**config.mk**
```make
export PLATFORM = sky130hd
export DESIGN_NAME = psc_pipe_ctrl
export DESIGN_NICKNAME = d
export VERILOG_FILES = /design/src/sv/psc_pkg.sv /design/src/sv/psc_pipe_ctrl.sv
export SDC_FILE = /design/constraint.sdc
export NUM_CORES = 1
export LEC_CHECK = 0
export ABC_CLOCK_PERIOD_IN_PS = 1900
export BUFFER_PORTS_ARGS = -buffer_cell sky130_fd_sc_hd__buf_4
export CAP_MARGIN = 15
export CORE_AREA = 5 5 42 44
export CTS_BUF_LIST = sky130_fd_sc_hd__clkbuf_8 sky130_fd_sc_hd__clkbuf_16
export DETAILED_ROUTE_END_ITERATION = 8
export DIE_AREA = 0 0 47 49
export HOLD_SLACK_MARGIN = 0.12
export PLACE_DENSITY_LB_ADDON = 0.05
export SKIP_CTS_REPAIR_TIMING = 1
export SYNTH_ARGS = -nofsm -noshare
export SYNTH_HDL_FRONTEND = slang
export SYNTH_SLANG_ARGS = --single-unit
```
**constraint.sdc**
```tcl
create_clock -name clock -period 1.9 [get_ports clock]
set_input_delay 0.19 -clock clock [delete_from_list [all_inputs] [get_ports clock]]
set_output_delay 0.19 -clock clock [all_outputs]
set_load 0.005 [all_outputs]
```
**src/sv/psc_pkg.sv**
```systemverilog
// Shared types and constants of the pressure sensor compensation unit.
// Used by every module of the block but psc_checker; depends on nothing.
package psc_pkg;

   // Pipeline depth: register stages from request to response
   localparam int NUM_STAGES = 13;

   // Field widths
   localparam int RAW_W       = 24;
   localparam int COEF_W      = 16;
   localparam int CSR_INDEX_W = 3;

   // Configuration register indexes
   typedef enum logic [CSR_INDEX_W-1:0] {
      CSR_PRESSURE_SENS     = 3'd0,
      CSR_PRESSURE_OFFSET   = 3'd1,
      CSR_SENS_TEMP_COEFF   = 3'd2,
      CSR_OFFSET_TEMP_COEFF = 3'd3,
      CSR_REFERENCE_TEMP    = 3'd4,
      CSR_TEMP_SENS         = 3'd5,
      CSR_SURFACE_PRESSURE  = 3'd6
   } csr_index_type;

   localparam logic [COEF_W-1:0] SURFACE_PRESSURE_RESET = 16'd1013;

   // Reciprocals: ceil(2^32/100) for temperature, ceil(2^23/10) for pressure
   localparam logic [25:0] TC_RECIP = 26'd42949673;
   localparam logic [19:0] PR_RECIP = 20'd838861;

   // Depth factor 0.983615 in Q0.16
   localparam logic [16:0] DEPTH_FACTOR = 17'd64462;

   // Calibration words and surface pressure
   typedef struct packed {
      logic [COEF_W-1:0] pressure_sens;
      logic [COEF_W-1:0] pressure_offset;
      logic [COEF_W-1:0] sens_temp_coeff;
      logic [COEF_W-1:0] offset_temp_coeff;
      logic [COEF_W-1:0] reference_temp;
      logic [COEF_W-1:0] temp_sens;
      logic [COEF_W-1:0] surface_pressure;
   } coef_type;

   // Per-stage load enables from the pipeline control
   typedef struct packed {
      logic [NUM_STAGES-1:0] en;
   } pipe_ctl_type;

   // Compensated terms handed from the front stages to the scaling stages
   typedef struct packed {
      logic [RAW_W-1:0]    d1;
      logic signed [37:0]  off;
      logic signed [37:0]  sens;
      logic [19:0]         tmag;
      logic                tc_neg;
   } comp_type;

endpackage

```
**src/sv/psc_pipe_ctrl.sv**
```systemverilog
// Valid bits and load enables of the compensation pipeline.
// Depends on psc_pkg; a stage loads when it is empty or its successor moves.
module psc_pipe_ctrl (
   input  logic                  clock,
   input  logic                  reset,
   input  logic                  req_valid,
   input  logic                  rsp_stall,
   output psc_pkg::pipe_ctl_type ctl,
   output logic                  req_stall,
   output logic                  rsp_valid
);
   import psc_pkg::*;

   logic [NUM_STAGES-1:0] valid_ff;
   logic [NUM_STAGES-1:0] valid_in;
   logic [NUM_STAGES-1:0] hole;
   logic [NUM_STAGES-1:0] en;

   // Enable a stage when the output drains or it or any stage downstream of it is empty
   always_comb begin
      hole = ~valid_ff;
      for (int k = 0; k < NUM_STAGES; k++) begin
         en[k] = !rsp_stall || (|(hole >> k));
      end
   end

   // Advance valid bits with the data
   always_comb begin
      valid_in[0] = en[0] ? req_valid : valid_ff[0];
      for (int k = 1; k < NUM_STAGES; k++) begin
         valid_in[k] = en[k] ? valid_ff[k-1] : valid_ff[k];
      end
   end

   always_ff @(posedge clock) begin
      if (reset) begin
         valid_ff <= '0;
      end else begin
         valid_ff <= valid_in;
      end
   end

   assign ctl.en    = en;
   assign req_stall = !en[0];
   assign rsp_valid = valid_ff[NUM_STAGES-1];

endmodule

```
* Word-level counts from Yosys, hierarchy flattened
Index checks and enable logic that the tools add are counted.
** Word-level totals
- Register bits :: 13
- Output and inout port bits :: 15
- Word-level logic and storage cells :: 41
** Operators by class
- Bitwise logic cells :: 1
- Reductions and logical operators :: 27
** Operators by type and width (count)
- $logic_or 1x1->1 :: 13
- $not 13->13 :: 1
- $reduce_or 13->1 :: 1
- $reduce_or 12->1 :: 1
- $reduce_or 11->1 :: 1
- $reduce_or 10->1 :: 1
- $reduce_or 9->1 :: 1
- $reduce_or 8->1 :: 1
- $reduce_or 7->1 :: 1
- $reduce_or 6->1 :: 1
- $reduce_or 5->1 :: 1
- $reduce_or 4->1 :: 1
- $reduce_or 3->1 :: 1
- $logic_not 1->1 :: 2
- $reduce_or 2->1 :: 1

* Depth between registers and ports, before layout
- Depth in word-level cells :: 4
- Mapped depth :: 6
- Mapped depth without buffers :: 4

* Worst setup path after synthesis
No wires, ideal clock.
- Kind :: register to register
- From :: register valid_ff[11]
- To :: register valid_ff[1]
- Arrival :: 1.154 ns
- Setup slack :: 0.658 ns
- Cell stages (with the launch flop) :: 7
- Clock period less this slack :: 1.242 ns
- Cell sequence :: dfxtp_1 -> and4_1 -> buf_6 -> and2_4 -> buf_6 -> inv_4 -> o32ai_2
** Between the ends
- Word-level cells in the longest chain between the ends :: 3
** Ends and longest elaborated chain
- start, declared :: line psc_pipe_ctrl.sv:14 : logic [NUM_STAGES-1:0] valid_ff;
- start signal, assigned :: line psc_pipe_ctrl.sv:39 : valid_ff <= valid_in;
- $not 13->13 :: line psc_pipe_ctrl.sv:21 : hole = ~valid_ff;
- $reduce_or 12->1 :: line psc_pipe_ctrl.sv:23 : en[k] = !rsp_stall || (|(hole >> k));
- $logic_or 1x1->1 :: line psc_pipe_ctrl.sv:23
Every way passes these cells.
A chain may end at the register's enable or synchronous reset.

==> results_dict.tcl <==
set metrics [dict create \
    fill_cells 154 \
    ir_drop_mv 0.389 \
    powerDensity_nw_per_um2 733 \
    design_area_um2 717 \
    hold_viol_final 0 \
    post-route-min-period_ns 1.61 \
    path_clk_slew_ns 0.05 \
    largest-register "valid_ff" \
    synth-edff-count 0 \
    grt_pass1_wl_mm 1.86 \
    crit-reg2reg-launch "valid_ff[11]$_SDFFE_PP0P_" \
    yosysUniqueCellTypes 20 \
    rsz0062_at_grt "no" \
    synth_flop_cell "dfxtp_1" \
    synth-seq-area-share_pct 46.8 \
    crit_path_end "ctl[1]" \
    numPortBuffers 18 \
    rr_endpoint "valid_ff[1]$_SDFFE_PP0P_" \
    cts_made_buffers 3 \
    worst-path-max-fanout 7 \
    drive_gt1_share_pct 28.9 \
    htree_levels 1 \
    slowest_stage "dfxtp_1" \
    synthesis.instances 67 \
    status "complete, no violations" \
    synth_most_common_cell "dfxtp_1" \
    max_cap_viol_count 0 \
    vias_per_cell 4.93 \
    synth.largest_area_cell "dfxtp_1" \
    drc 0 \
    initial_core_util_pct 39.6 \
    netlist.area_leader.share_pct 46.8 \
    fmax_ghz 0.619 \
    clkLatencyLatePin_ns 0.23 \
    arrival_ns 1.42 \
    dieHeight_um 49 \
    wl_per_cell_um 11.1 \
    syn-num-nets 71 \
    tns_ns 0 \
    relSlewSlack_pct 83.0 \
    track_usage_pct 10.7 \
    antennaDiodeCount 0 \
    place.detailed.hpwl_um 844 \
    rows 14 \
    min_period_over_period_pct 85.0 \
    drt_wl_total_mm 1.10 \
    fp.coreArea_um2 1400 \
    place_area_um2 672 \
    synth_common_cells "dfxtp_1, inv_1, a21oi_1, nor2_1" \
    yosysWarnings 0 \
    critPathRequiredTime_ns 1.71 \
    p_leak_nw 0.294 \
    critPathLaunchType "flop" \
    io_pins 19 \
    multi_input_area_um2 220 \
    grt_pass1_vias 455 \
    cts_tree "yes" \
    drt_iter0_drc 11 \
    crit_chain "and4_1, and2_4, nand4_1, buf_4" \
    firstDrtPassIters 4 \
    worstSetupPathType "reg -> out" \
    synth_seq_cells 13 \
    end_kind "output port" \
    whs_path_depth 3 \
    hold_class "in -> reg" \
    finish.utilization_pct 51.2 \
    setup_viol 0 \
    synthTopCellsByArea "dfxtp_1, a21oi_1, inv_1, nor2_1, nand3_1" \
    clk_path_buf_depth 2 \
    fp.dieW_um 47 \
    reg2regPathDepth 4 \
    die_area_um2 2300 \
    worst_slew_pin_slew_ns 0.255 \
    async_reset_ff_share_pct 0 \
    drtAntennaViolNets 0 \
    seq_area_um2 260 \
    routabilityCongestion 0.659 \
    syn_to_final_growth_pct 29.1 \
    overflow 0 \
    slew_viol_final 0 \
    grt_start_max_net_pins 15 \
    reg2reg_slack_ns 0.58 \
    antenna_found_initial 0 \
    reg_top3 "valid_ff (13)" \
    totalPowerFinal_mw 0.525 \
    cpPeakStageDelay_ns 0.39 \
    syn-mean-instance-area_um2 8.29 \
    startpoint "valid_ff[11]$_SDFFE_PP0P_" \
    syn_area_um2 556 \
    final_nets 88 \
    root_buffer "clkbuf_8" \
    largest_reg_flops 13 \
    numClockSinks 13 \
    vias 488 \
    whs_ns 0.208 \
    fin_skew_ns 0.000991 \
]
## worst max-delay path, delay by kind of cell, from the launching register on
family | cells | cell delay (ns)
simple gates | 3 | 0.65
buf+inv | 1 | 0.15
flops | 1 | 0.39
## stage by stage
stage               instances  setup WS (ns)
detailed placement         95          0.520
floorplan                  67          0.658
global placement           95          0.557
global route               99          0.184
finish                     99          0.286
CTS                        99          0.261
## layout by cell type, fill, tap and decap left out, types with 2 or more instances in the layout
cell | netlist | final
buf_4 | 0 | 18
nand4_1 | 2 | 2
clkbuf_8 | 0 | 3
nand3_1 | 5 | 5
dfxtp_1 | 13 | 13
nor2_1 | 7 | 7
nand2_1 | 5 | 5
inv_1 | 8 | 9
and3_1 | 3 | 3
and4_1 | 2 | 2
a21oi_1 | 7 | 7
a31oi_1 | 2 | 2
## logic make-up (layout without fill, tap and decap cells)
logic type	after synthesis	after routing	share of synthesized area (%)
buf+inv	15	31	13.5
simple gates	27	27	25.2
compound gates	12	12	14.4
flops	13	13	46.8
## how the worst min path moves through the flow
stage	to	from	slack (ns)
after floorplan	valid_ff[10]$_SDFFE_PP0P_	reset	0.26
after global placement	valid_ff[0]$_SDFFE_PP0P_	req_valid	0.43
after detailed placement	valid_ff[7]$_SDFFE_PP0P_	valid_ff[6]$_SDFFE_PP0P_	0.44
after CTS	valid_ff[0]$_SDFFE_PP0P_	req_valid	0.20
after global routing	valid_ff[0]$_SDFFE_PP0P_	req_valid	0.20
final	valid_ff[0]$_SDFFE_PP0P_	req_valid	0.21
## metal layers
metal	global-route usage, %	share of wire (%)	vias to the layer above
met4	4.15	0.64	0
met2	16.3	47	11
li1	-	-	255
met3	3.69	7.0	2
met1	13.3	45	220
met5	0	0	-
## final cells by class
| type | instances | area share [%] |
|---|---|---|
| clock buffers | 3 | 5.76 |
| multi-input cells | 39 | 30.7 |
| flip-flops and latches | 13 | 36.3 |
| clock inverters | 1 | 0.524 |
| inverters | 9 | 5.06 |
| repair buffers | 18 | 18.8 |
| well taps | 16 | 2.79 |
## report_power, final
part	switching, mW	total [mW]	internal, mW
Combinational	0.00723	0.0140	0.00678
Clock	0.0907	0.233	0.142
Sequential	0.00231	0.279	0.276
No activity file was read; power rests on OpenSTA's default activity.
