$ cat config.mk
export PLATFORM = sky130hd
export DESIGN_NAME = psc_scale_stages
export DESIGN_NICKNAME = d
export VERILOG_FILES = /design/src/sv/psc_pkg.sv /design/src/sv/psc_scale_stages.sv
export SDC_FILE = /design/constraint.sdc
export NUM_CORES = 2
export LEC_CHECK = 0
export ABC_AREA = 1
export BUFFER_PORTS_ARGS = -buffer_cell sky130_fd_sc_hd__buf_2
export CAP_MARGIN = 30
export CORE_MARGIN = 2
export CORE_UTILIZATION = 40
export CTS_CLUSTER_SIZE = 8
export DETAILED_ROUTE_END_ITERATION = 12
export GPL_TIMING_DRIVEN = 0
export PLACE_DENSITY = 0.6
export SETUP_SLACK_MARGIN = 0.2
export SLEW_MARGIN = 40
export SYNTH_ARGS = -nofsm -noshare
export SYNTH_HDL_FRONTEND = slang
export SYNTH_SLANG_ARGS = --single-unit
$ cat constraint.sdc
create_clock -name clock -period 15.7 [get_ports clock]
set_clock_uncertainty 0.05 [all_clocks]
set_input_delay 1.57 -clock clock [delete_from_list [all_inputs] [get_ports clock]]
set_output_delay 1.57 -clock clock [all_outputs]
set_load 0.01 [all_outputs]
$ cat src/sv/psc_pkg.sv
// Shared types and constants of the pressure sensor compensation unit.
// Used by every module of the block but psc_checker; depends on nothing.
package psc_pkg;

   // Pipeline depth: register stages from request to response
   localparam int NUM_STAGES = 13;

   // Field widths
   localparam int RAW_W       = 24;
   localparam int COEF_W      = 16;
   localparam int CSR_INDEX_W = 3;

   // Configuration register indexes
   typedef enum logic [CSR_INDEX_W-1:0] {
      CSR_PRESSURE_SENS     = 3'd0,
      CSR_PRESSURE_OFFSET   = 3'd1,
      CSR_SENS_TEMP_COEFF   = 3'd2,
      CSR_OFFSET_TEMP_COEFF = 3'd3,
      CSR_REFERENCE_TEMP    = 3'd4,
      CSR_TEMP_SENS         = 3'd5,
      CSR_SURFACE_PRESSURE  = 3'd6
   } csr_index_type;

   localparam logic [COEF_W-1:0] SURFACE_PRESSURE_RESET = 16'd1013;

   // Reciprocals: ceil(2^32/100) for temperature, ceil(2^23/10) for pressure
   localparam logic [25:0] TC_RECIP = 26'd42949673;
   localparam logic [19:0] PR_RECIP = 20'd838861;

   // Depth factor 0.983615 in Q0.16
   localparam logic [16:0] DEPTH_FACTOR = 17'd64462;

   // Calibration words and surface pressure
   typedef struct packed {
      logic [COEF_W-1:0] pressure_sens;
      logic [COEF_W-1:0] pressure_offset;
      logic [COEF_W-1:0] sens_temp_coeff;
      logic [COEF_W-1:0] offset_temp_coeff;
      logic [COEF_W-1:0] reference_temp;
      logic [COEF_W-1:0] temp_sens;
      logic [COEF_W-1:0] surface_pressure;
   } coef_type;

   // Per-stage load enables from the pipeline control
   typedef struct packed {
      logic [NUM_STAGES-1:0] en;
   } pipe_ctl_type;

   // Compensated terms handed from the front stages to the scaling stages
   typedef struct packed {
      logic [RAW_W-1:0]    d1;
      logic signed [37:0]  off;
      logic signed [37:0]  sens;
      logic [19:0]         tmag;
      logic                tc_neg;
   } comp_type;

endpackage

$ cat src/sv/psc_scale_stages.sv
// Stages 6 to 13: pressure product and scaling, temperature and depth results.
// Depends on psc_pkg; takes the compensated terms of psc_comp_stages.
module psc_scale_stages (
   input  logic                        clock,
   input  psc_pkg::pipe_ctl_type       ctl,
   input  logic [psc_pkg::COEF_W-1:0]  surface_pressure,
   input  psc_pkg::comp_type           comp,
   output logic signed [7:0]           temperature_c,
   output logic [15:0]                 pressure_mbar,
   output logic signed [16:0]          depth_value
);
   import psc_pkg::*;

   localparam logic signed [62:0] BIAS_21  = 63'sd2097151;
   localparam logic signed [35:0] BIAS_16  = 36'sd65535;
   localparam logic signed [42:0] PR_SAT_Y = 43'sd5368709120;
   localparam logic [13:0]        TC_POS_LIMIT = 14'd127;
   localparam logic [13:0]        TC_NEG_LIMIT = 14'd128;
   localparam logic signed [7:0]  TC_MAX = 8'sd127;
   localparam logic signed [7:0]  TC_MIN = -8'sd128;

   // Stage 6: partial products of D1*SENS, temperature divide by 100
   logic [42:0]        pl6_ff, pl6_in;
   logic signed [43:0] ph6_ff, ph6_in;
   logic [45:0]        tprod;
   logic [13:0]        tq6_ff, tq6_in;
   logic               tcneg6_ff;
   logic signed [37:0] off6_ff;

   always_comb begin
      pl6_in = comp.d1 * comp.sens[18:0];
      ph6_in = $signed({1'b0, comp.d1}) * $signed(comp.sens[37:19]);
      tprod  = comp.tmag * TC_RECIP;
      tq6_in = tprod[45:32];
   end

   always_ff @(posedge clock) begin
      if (ctl.en[5]) begin
         pl6_ff    <= pl6_in;
         ph6_ff    <= ph6_in;
         tq6_ff    <= tq6_in;
         tcneg6_ff <= comp.tc_neg;
         off6_ff   <= comp.off;
      end
   end

   // Stage 7: join partial products, saturate temperature
   logic signed [62:0] p7_ff, p7_in;
   logic signed [7:0]  tc7_ff, tc7_in;
   logic signed [37:0] off7_ff;

   always_comb begin
      p7_in = $signed({ph6_ff, 19'b0}) + $signed({20'b0, pl6_ff});
      if (tcneg6_ff) begin
         tc7_in = (tq6_ff > TC_NEG_LIMIT) ? TC_MIN : $signed(8'd0 - tq6_ff[7:0]);
      end else begin
         tc7_in = (tq6_ff > TC_POS_LIMIT) ? TC_MAX : $signed(tq6_ff[7:0]);
      end
   end

   always_ff @(posedge clock) begin
      if (ctl.en[6]) begin
         p7_ff   <= p7_in;
         tc7_ff  <= tc7_in;
         off7_ff <= off6_ff;
      end
   end

   // Stage 8: divide the product by 2^21 toward zero
   logic signed [62:0] pb;
   logic signed [41:0] pd8_ff, pd8_in;
   logic signed [7:0]  tc8_ff;
   logic signed [37:0] off8_ff;

   assign pb     = p7_ff + (p7_ff[62] ? BIAS_21 : 63'sd0);
   assign pd8_in = pb[62:21];

   always_ff @(posedge clock) begin
      if (ctl.en[7]) begin
         pd8_ff  <= pd8_in;
         tc8_ff  <= tc7_ff;
         off8_ff <= off7_ff;
      end
   end

   // Stage 9: subtract OFF
   logic signed [42:0] y9_ff, y9_in;
   logic signed [7:0]  tc9_ff;

   assign y9_in = $signed({pd8_ff[41], pd8_ff}) - $signed({{5{off8_ff[37]}}, off8_ff});

   always_ff @(posedge clock) begin
      if (ctl.en[8]) begin
         y9_ff  <= y9_in;
         tc9_ff <= tc8_ff;
      end
   end

   // Stage 10: divide by 81920 (shift by 13, then reciprocal of 10)
   logic [39:0]       pm;
   logic [16:0]       pq10_ff, pq10_in;
   logic              neg10_ff, neg10_in;
   logic              sat10_ff, sat10_in;
   logic signed [7:0] tc10_ff;

   always_comb begin
      neg10_in = y9_ff[42];
      sat10_in = !y9_ff[42] && (y9_ff >= PR_SAT_Y);
      pm       = y9_ff[32:13] * PR_RECIP;
      pq10_in  = pm[39:23];
   end

   always_ff @(posedge clock) begin
      if (ctl.en[9]) begin
         pq10_ff  <= pq10_in;
         neg10_ff <= neg10_in;
         sat10_ff <= sat10_in;
         tc10_ff  <= tc9_ff;
      end
   end

   // Stage 11: clamp pressure, form difference to surface pressure
   logic [15:0]        pr11_ff, pr11_in;
   logic signed [17:0] diff11_ff, diff11_in;
   logic signed [7:0]  tc11_ff;

   always_comb begin
      priority if (sat10_ff) begin
         pr11_in = 16'hFFFF;
      end else if (neg10_ff) begin
         pr11_in = 16'h0000;
      end else begin
         pr11_in = pq10_ff[15:0];
      end
      diff11_in = $signed({2'b00, pr11_in}) - $signed({2'b00, surface_pressure});
   end

   always_ff @(posedge clock) begin
      if (ctl.en[10]) begin
         pr11_ff   <= pr11_in;
         diff11_ff <= diff11_in;
         tc11_ff   <= tc10_ff;
      end
   end

   // Stage 12: scale by the depth factor
   logic signed [35:0] dm12_ff, dm12_in;
   logic [15:0]        pr12_ff;
   logic signed [7:0]  tc12_ff;

   assign dm12_in = diff11_ff * $signed({1'b0, DEPTH_FACTOR});

   always_ff @(posedge clock) begin
      if (ctl.en[11]) begin
         dm12_ff <= dm12_in;
         pr12_ff <= pr11_ff;
         tc12_ff <= tc11_ff;
      end
   end

   // Stage 13: divide by 2^16 toward zero into the output register;
   // the factor is below one, so depth stays inside its field range
   logic signed [35:0] db;
   logic signed [16:0] depth13_ff, depth13_in;
   logic [15:0]        pr13_ff;
   logic signed [7:0]  tc13_ff;

   assign db         = dm12_ff + (dm12_ff[35] ? BIAS_16 : 36'sd0);
   assign depth13_in = db[32:16];

   always_ff @(posedge clock) begin
      if (ctl.en[12]) begin
         depth13_ff <= depth13_in;
         pr13_ff    <= pr12_ff;
         tc13_ff    <= tc12_ff;
      end
   end

   assign temperature_c = tc13_ff;
   assign pressure_mbar = pr13_ff;
   assign depth_value   = depth13_ff;

endmodule

== Yosys cells after proc, flatten, opt, wreduce, memory -nomap -nowiden ==
Index checks and enable logic that the tools add are counted.

* Flip-flop bits (word level): 553
* Input port bits: 151
* Output and inout port bits: 41
* Word-level logic and storage cells: 49

* Add/subtract/negate cells: 6
* Multipliers: 5
* Order comparisons: 3
* Multiplexer cells: 7
* Reduce and logical (&&, ||, !) cells: 2

{| class="wikitable"
|+ Operators with widths
! operator !! count
|-
| 63-bit by 22-bit adder with 63-bit output || 1
|-
| 63-bit by 44-bit adder with 63-bit output || 1
|-
| 16-bit two-way mux || 3
|-
| 20-bit by 26-bit multiplier with 46-bit output, second input constant || 1
|-
| 25-bit by 19-bit multiplier with 44-bit output || 1
|-
| 43-bit by 34-bit greater-or-equal comparator with 1-bit output, second input constant || 1
|-
| 24-bit by 19-bit multiplier with 43-bit output || 1
|-
| 42-bit by 38-bit subtractor with 43-bit output || 1
|-
| 20-bit by 20-bit multiplier with 39-bit output, second input constant || 1
|-
| 33-bit by 17-bit adder with 33-bit output || 1
|-
| 17-bit by 16-bit multiplier with 33-bit output, second input constant || 1
|-
| 8-bit two-way mux || 3
|-
| 21-bit two-way mux || 1
|-
| 16-bit by 16-bit subtractor with 17-bit output || 1
|-
| 14-bit by 7-bit greater-than comparator with 1-bit output, second input constant || 1
|-
| 14-bit by 8-bit greater-than comparator with 1-bit output, second input constant || 1
|-
| 1-bit by 8-bit subtractor with 8-bit output, first input constant || 1
|-
| 1-bit logical AND || 1
|-
| 1-bit zero test || 1
|}

== Logic depth before layout (Yosys ltp) ==
* Depth after elaboration: 3
* Depth in mapped cells: 29
* Depth with buffers taken out: 27

== Worst setup path after synthesis ==
Ideal clock, no wire load.

* Kind: input to register
* Start: input port comp[104] (netlist name)
* End: register ph6_ff[35] (data pin)
* Setup time: 252 ps
* Arrival: 6796 ps
* Data required time: 15398 ps
* Path slack: 8602 ps
* Stages on the path: 23
* Buffers on the path: 2
* Path through: clkbuf_1 -> buf_1 -> nand2_1 -> fa_1 -> inv_1 -> fa_1 -> inv_1 -> fa_1 -> inv_1 -> fa_1 -> fa_1 -> fa_1 -> fa_1 -> ha_1 -> nand2_1 -> nor2_1 -> nand2_1 -> nor2_1 -> nand2_1 -> nand3_1 -> nand2_1 -> nand3_1 -> nand2_1

* Word-level cells in the longest chain between the ends: 1

{| class="wikitable"
|+ RTL lines
! element !! line !! RTL
|-
| start, declared || psc_scale_stages.sv:7 || <nowiki>input psc_pkg::comp_type comp,</nowiki>
|-
| 25-bit by 19-bit multiplier with 44-bit output || psc_scale_stages.sv:32 || <nowiki>ph6_in = $signed({1'b0, comp.d1}) * $signed(comp.sens[37:19]);</nowiki>
|-
| via ph6_in[35] || psc_scale_stages.sv:24 || <nowiki>logic signed [43:0] ph6_ff, ph6_in;</nowiki>
|-
| end signal, assigned || psc_scale_stages.sv:40 || <nowiki>ph6_ff <= ph6_in;</nowiki>
|-
| end, declared || psc_scale_stages.sv:24 ||
|}

The timed path passes the listed nets, and every way through them passes these cells.
A chain may end at the register's enable or synchronous reset.

== Worst setup path in the final report ==
* Start: input port comp[115] (netlist name)
* End: register pl6_ff[33] (data pin)

* Word-level cells in the longest chain between the ends: 1

{| class="wikitable"
|+ RTL lines
! element !! line !! RTL
|-
| 24-bit by 19-bit multiplier with 43-bit output || psc_scale_stages.sv:31 || <nowiki>pl6_in = comp.d1 * comp.sens[18:0];</nowiki>
|-
| via pl6_in[33] || psc_scale_stages.sv:23 || <nowiki>logic [42:0] pl6_ff, pl6_in;</nowiki>
|-
| end signal, assigned || psc_scale_stages.sv:39 || <nowiki>pl6_ff <= pl6_in;</nowiki>
|-
| end, declared || psc_scale_stages.sv:23 ||
|}

The timed path passes the listed nets, and every way through them passes these cells.

==> results.ini <==
[floorplanning]
io_pins = 192
fp.dieW_um = 458
placementRows = 166
dieHeight_um = 458
dieArea_um2 = 210000
coreArea_um2 = 205000
start_util_pct = 40.2

[sta]
worst_pin_slew_ns = 0.938
setup_tns_ns = 0
drv_slew = 0
relSlewSlack_pct = 37.5
setup_viol = 0
hold_viol = 0
rsz0062_at_grt = no
period_minus_slack_ns = 8.03
period_share_pct = 51.2
finalWorstSetupSlack_ns = 7.67
max_clock_freq_mhz = 125

[place]
dp_worst_setup_slack_ns = 7.03
dp_hpwl_um = 219000
gp_congestion = 0.986
portBuffers = 162

[worst_setup_path]
critical_path_class = input port to flip-flop
crit_fanout = 10
cp-end-kind = flip-flop
crit_required_ns = 16.00
arrival_ns = 8.33
critPathLaunchType = input port

[drt]
antenna_left = 0
viasPerCell = 5.03
drc = 0
finalWirelength_um = 255000
wire_per_inst_um = 19.9
initialDrtViolationCount = 5025
drtPass1Iterations = 6
vias = 64400

[clocking]
numCtsBuffers = 83
cts_setup_buffers = 0
postCtsHoldBufs = 0
ctsHtreeMaxLevel = 3
clk_pin_slew_ns = 0.07
clock-sinks = 553
ctsResizeCount = 0
cts_root_buf = clkbuf_16
clk_path_buf_depth = 3
cts_tree = built
clk_latency_ns = 0.70

[worst_hold_path]
hold_class = flip-flop to flip-flop

[layout]
utilization_pct = 43.6
final_cell_mix = inv_1 (2525), nand2_1 (2450), fa_1 (1214)
nFillCells = 20400
final_common_cell = inv_1
syn_to_final_growth_pct = 8.32
drive_above_1_share_pct = 3.98
fin_nets = 12400

[yosys]
ys_ff_latch = 553
synthCells = 9829
synth_cell_types = 45
synth_top_area_share_pct = 29.5
syn-num-nets = 12100
synthTopCellsByArea = fa_1 (29%), edfxtp_1 (20%), ha_1 (14%)
synth_area_um2 = 82400
synth_top_area_cell = fa_1
syn_area_per_cell_um2 = 8.38
ys_seq_area_share_pct = 20.2
synth_warnings = 0

[global_routing]
grt_pass1_vias = 66500
grt_max_degree = 75
grt_pass1_wl_um = 391000
grt.total_usage_pct = 24.6
grt.overflow.total = 0
antenna_found_initial = 10

[flow_run]
maxCapViolCount = 0

[run_status]
run_status = complete, no violations

==> sequential cells by signal, indices dropped and copies added, names as in the netlist, 8 cells and up <==
register,count
p7_ff,63
ph6_ff,44
pl6_ff,43
y9_ff,43
pd8_ff,42
off6_ff,38
off7_ff,38
off8_ff,38
dm12_ff,33
depth_value,17
diff11_ff,17
pq10_ff,16
pr11_ff,16
pr12_ff,16
pressure_mbar,16
tq6_ff,14
tc10_ff,8
tc11_ff,8
tc12_ff,8
tc7_ff,8
tc8_ff,8
tc9_ff,8
temperature_c,8
==> through the flow <==
step / instances / cell area [µm²] / hold WS, ns
after floorplan: 9829 / 82400 / 0.350
after global placement: 12700 / 86600 / 0.351
after detailed placement: 12700 / 86800 / 0.355
after CTS: 12800 / 89200 / 0.336
after global routing: 12800 / 89200 / 0.348
final: 12800 / 89300 / 0.337
==> Yosys cell counts, drive strengths merged <==
cell,n
o221ai,1
xnor2,49
o21bai,33
o21a,18
fa,1214
a21boi,6
a41o,1
or3b,1
nor4,19
clkbuf,133
o31ai,5
edfxtp,553
ha,948
o21ai,225
buf,43
inv,2532
nor3b,6
a31oi,19
clkinv,1
nand2,2452
nand3,297
a21oi,364
xor2,110
nor3,82
nand4,74
a21o,13
and2,7
nand3b,19
o211ai,6
nor2,570
or2,28
==> worst max-delay path, stage by stage <==
cell	delay, ns
clkbuf_2	0.47
buf_1	0.73
nand2_1	0.17
fa_1	0.55
inv_1	0.06
fa_1	0.53
inv_1	0.05
fa_1	0.49
inv_1	0.05
fa_1	0.52
fa_1	0.53
inv_1	0.06
fa_1	0.47
inv_1	0.04
ha_1	0.43
nand2_1	0.14
o21ai_0	0.67
a21oi_1	0.09
nand3_1	0.31
nand2_1	0.11
nand3_1	0.09
nand2_1	0.17
==> cells by family after synthesis <==
logic type,count (synthesis),synth area share (%)
and+or+nand+nor,3555,17.4
buffers and inverters,2709,12.3
adders and majority gates,2162,43.9
AOI/OAI and AO/OA,691,4.50
DFF,553,20.2
xor gates and xnor gates,159,1.69
==> layout make-up <==
type / instances / area [µm²] / area share (%)
multi-input combinational: 6567 / 55600 / 62.3
sequential: 553 / 16600 / 18.6
inverter: 2533 / 9510 / 10.7
tap: 2688 / 3360 / 3.77
clock buffer: 86 / 2090 / 2.34
timing repair buffer: 171 / 1010 / 1.14
buffer: 176 / 749 / 0.840
clock inverter: 19 / 277 / 0.310
antenna: 12 / 30.0 / 0.0336
==> routing by layer <==
metal  wire length (µm)  global-route usage [%]
met1             108000                    32.4
met2             119000                    40.9
met3              17000                    3.71
met4              10000                    8.93
met5                 26                       0
==> path summary, 6_finish.rpt <==
path	startpoint	end	slack [ns]	cells past startpoint
worst max register to register	y9_ff[20]	pq10_ff[12]	9.65	18
worst min register to register	pr11_ff[15]	pr12_ff[15]	0.34	0
worst max-delay path	comp[115]	pl6_ff[33]	7.67	22
worst min-delay path	pr11_ff[15]	pr12_ff[15]	0.34	0
Power is left out: the tool's default activity adds up to more than one toggle a clock period on the data nets, which glitch-free logic cannot reach.
